## config.mk

```make
export PLATFORM = sky130hd
export DESIGN_NAME = tcw_alu
export DESIGN_NICKNAME = d
export VERILOG_FILES = /design/src/rtl/core/tcw_alu.sv
export SDC_FILE = /design/constraint.sdc
export NUM_CORES = 1
export LEC_CHECK = 0
export BUFFER_PORTS_ARGS = -buffer_cell sky130_fd_sc_hd__clkbuf_2
export CORE_MARGIN = 5
export CORE_UTILIZATION = 45
export DETAILED_ROUTE_END_ITERATION = 8
export PLACE_DENSITY = 0.82
export SETUP_SLACK_MARGIN = 0.5
export SYNTH_ARGS = -nofsm -noshare
export SYNTH_HDL_FRONTEND = slang
export SYNTH_SLANG_ARGS = --single-unit
```

## constraint.sdc

```tcl
create_clock -name vclk -period 2.8
set_clock_uncertainty 0.15 [all_clocks]
set_input_delay 0.14 -clock vclk [all_inputs]
set_output_delay 0.14 -clock vclk [all_outputs]
set_load 0.05 [all_outputs]
```

## src/rtl/core/tcw_alu.sv

```systemverilog
// Shared add/subtract unit with a magnitude compare, used by the sequencer
// for cursor advance, line-start search and the scroll cursor fix-up.
// No dependencies.
`default_nettype none

module tcw_alu #(
  parameter int W = 12
) (
  input  wire logic [W-1:0] a_i,
  input  wire logic [W-1:0] b_i,
  input  wire logic [W-1:0] c_i,
  input  wire logic         sub_i,
  output logic      [W-1:0] res_o,
  output logic              gt_o
);

  // a +/- b, and a > c
  assign res_o = sub_i ? (a_i - b_i) : (a_i + b_i);
  assign gt_o  = (a_i > c_i);

endmodule

`default_nettype wire

```

==> results.sh <==
export IMPL_start_kind="input pin"
export IMPL_routed_wirelength_mm=5.191
export IMPL_fp_row_count=17
export IMPL_critPathBufInv=3
export IMPL_drive_gt1_share_pct=55.20
export IMPL_maxCapViolations=0
export IMPL_violations="setup timing"
export IMPL_p_int_uw=432.8
export IMPL_avgSynthCellArea_um2=7.415
export IMPL_setup_ws_ps=-267.5
export IMPL_setup_violations=4
export IMPL_ys_warn_count=0
export IMPL_grt_max_degree=10
export IMPL_status="finished, violations left"
export IMPL_worst_ep_required_time_ps=2510
export IMPL_num_clock_buffers=0
export IMPL_path_class="input pin to output pin"
export IMPL_timing_fmax_ghz=0.3260
export IMPL_dieWidth_um=57.17
export IMPL_pwr_share_comb_pct=100.0
export IMPL_initialDrtViolationCount=47
export IMPL_rsz0062_at_grt="yes"
export IMPL_finalNetCount=285
export IMPL_antennaDiodeCount=0
export IMPL_hpwl_mm=2.875
export IMPL_use_met3_pct=3.846
export IMPL_finalWeightedCongestion=0.8531
export IMPL_fin_crit_sh_pct=109.6
export IMPL_routedWlPerCell_um=20.85
export IMPL_tns_ps=-597.8
export IMPL_io_pins=50
export IMPL_synthTopCellsByArea="ha_1 30%, xnor2_1 15%, inv_1 7.1%, a21oi_1 5.0%, nor2_1 4.9%"
export IMPL_ant_nets=0
export IMPL_cp_slowest_stage_delay_ps=460
export IMPL_overflow=0
export IMPL_grt_pass1_wl_mm=7.120
export IMPL_p_per_area_mw_per_mm2=458.1
export IMPL_met2_usage_pct=53.83
export IMPL_syn_cell_area_mm2=0.001001
export IMPL_power_switching_uw=497.4
export IMPL_die_y_um=57.17
export IMPL_num_fill_cells=73
export IMPL_area_growth_pct=102.9
export IMPL_worstPathCellList="clkbuf_16, inv_12, ha_4, nand2b_4, or4_4, nor2b_4, xnor2_2, ha_4, a211oi_2, o21bai_1, a21o_1, a221oi_4, xnor2_4, buf_8"
export IMPL_initial_core_util_pct=46.14
export IMPL_max_slew_margin_pct=68.85
export IMPL_routed_via_density=5.771
export IMPL_hp_class="input pin to output pin"
export IMPL_dr_pass1_iters=4
export IMPL_clkPwrFrac_pct=0
export IMPL_hold_viol=0
export IMPL_yosysTopAreaCell="ha_1"
export IMPL_portBuffers=50
export IMPL_ir_drop_mv=0.4277
export IMPL_antenna_found_initial=0
export IMPL_slowest_stage="or4_4"
export IMPL_grt_pass1_vias=1529
export IMPL_synth_nets=197
export IMPL_yosysTopAreaCellShare_pct=30.00
export IMPL_grt_busiest_layer="met2"
export IMPL_leakagePower_uw=0.001035
export IMPL_pre_cts_ws_ps=-381.2
export IMPL_hold_buffers=0
export IMPL_fin_util_pct=93.60
export IMPL_core_mm2=0.002170
export IMPL_slew_violations=0
export IMPL_seq_area_um2=0
export IMPL_syn_inst=135
export IMPL_swShare_pct=53.47
export IMPL_dr_total_vias=1437
export IMPL_crit_top_cell="ha_4"
export IMPL_tightest_slew_ps=463.9
export IMPL_ys_types=35
export IMPL_power_frac_seq_pct=0
export IMPL_cp_top_family="compound AO/OA/AOI/OAI gates"
export IMPL_hold_ws_ps=694.1
export IMPL_synth_seq_area_share_pct=0
export IMPL_sequential_cell_total=0
export IMPL_met1_usage_pct=27.84
export IMPL_route_detailed_drc=0
export IMPL_arrival_ps=2780
export IMPL_end_kind="output pin"
export IMPL_period_minus_slack_ps=3068
export IMPL_cp_max_fo=3
export IMPL_grtUsageTotal_pct=27.45
export IMPL_die_area_mm2=0.003268
## worst paths after layout
path	start	to	slack (ps)	cells after the start
worst min-delay path	a_i[0]	res_o[0]	690	5
worst max-delay path	b_i[0]	res_o[11]	-270	14
## logic make-up after synthesis
kind of cell               count (synthesis)  synth area share, %
adders and majority gates                 25                32.00
xor gates and xnor gates                  19                16.63
and+or+nand+nor                           31                15.87
buffers and inverters                     20                7.500
muxes                                      1                1.000
AOI/OAI and AO/OA                         39                27.00
## per-layer routing
metal,share of wire (%),wire [um]
met5,0,0
met4,6.2,321
met3,4.4,228
met2,54,2802
met1,35,1838
## tightest hold or removal path, delay by kind of cell
family,cells,cell delay [ps]
buf+inv,4,410
fa+ha+maj,1,140
## cell usage after synthesis (all sizes together), types with 2 or more instances
cell type / count
nor2b: 4
nand4: 2
nand2: 2
inv: 19
a21oi: 11
nor3: 3
o21a: 2
nor2: 13
a211oi: 3
a21o: 6
xor2: 2
a221oi: 2
ha: 24
o21bai: 2
xnor2: 17
o21ai: 8
nand2b: 2
## layout by cell type, fill, tap and decap left out, types with 5 or more instances in the layout
master / n
xnor2_4: 5
inv_1: 17
buf_4: 29
ha_1: 22
xnor2_1: 10
buf_6: 8
clkbuf_2: 38
a21oi_1: 5
a21o_1: 6
nor2_1: 12
buf_8: 6
## final cells by class
type                            instances  area [um^2]  area share, %
Inverter                               19        88.84          4.375
Multi-Input combinational cell        115         1221          60.14
Tap cell                               28        35.03          1.725
Timing Repair Buffer                   87        685.7          33.76
## per-stage QoR
stage | total power [uW] | area, um^2 | instances
finish | 930.3 | 2031 | 249
global placement | 696.9 | 1692 | 235
floorplan | 502.4 | 1209 | 135
CTS | 852.3 | 1983 | 248
detailed placement | 714.7 | 1692 | 235
global route | 972.3 | 2031 | 249
## what timing repair did
item,CTS,global route
endpoints found under the setup margin,9,10
gates resized for setup,38,13
setup buffers,13,1
pin swaps,24,15
## power groups by stage
stage	Combinational [uW]	Clock (uW)	Sequential, uW
6_report	930	0	0
2_1_floorplan	502	0	0
4_1_cts	852	0	0
5_1_grt	972	0	0
3_3_place_gp	697	0	0
3_5_place_dp	715	0	0
(Power assumes the default switching activity.)
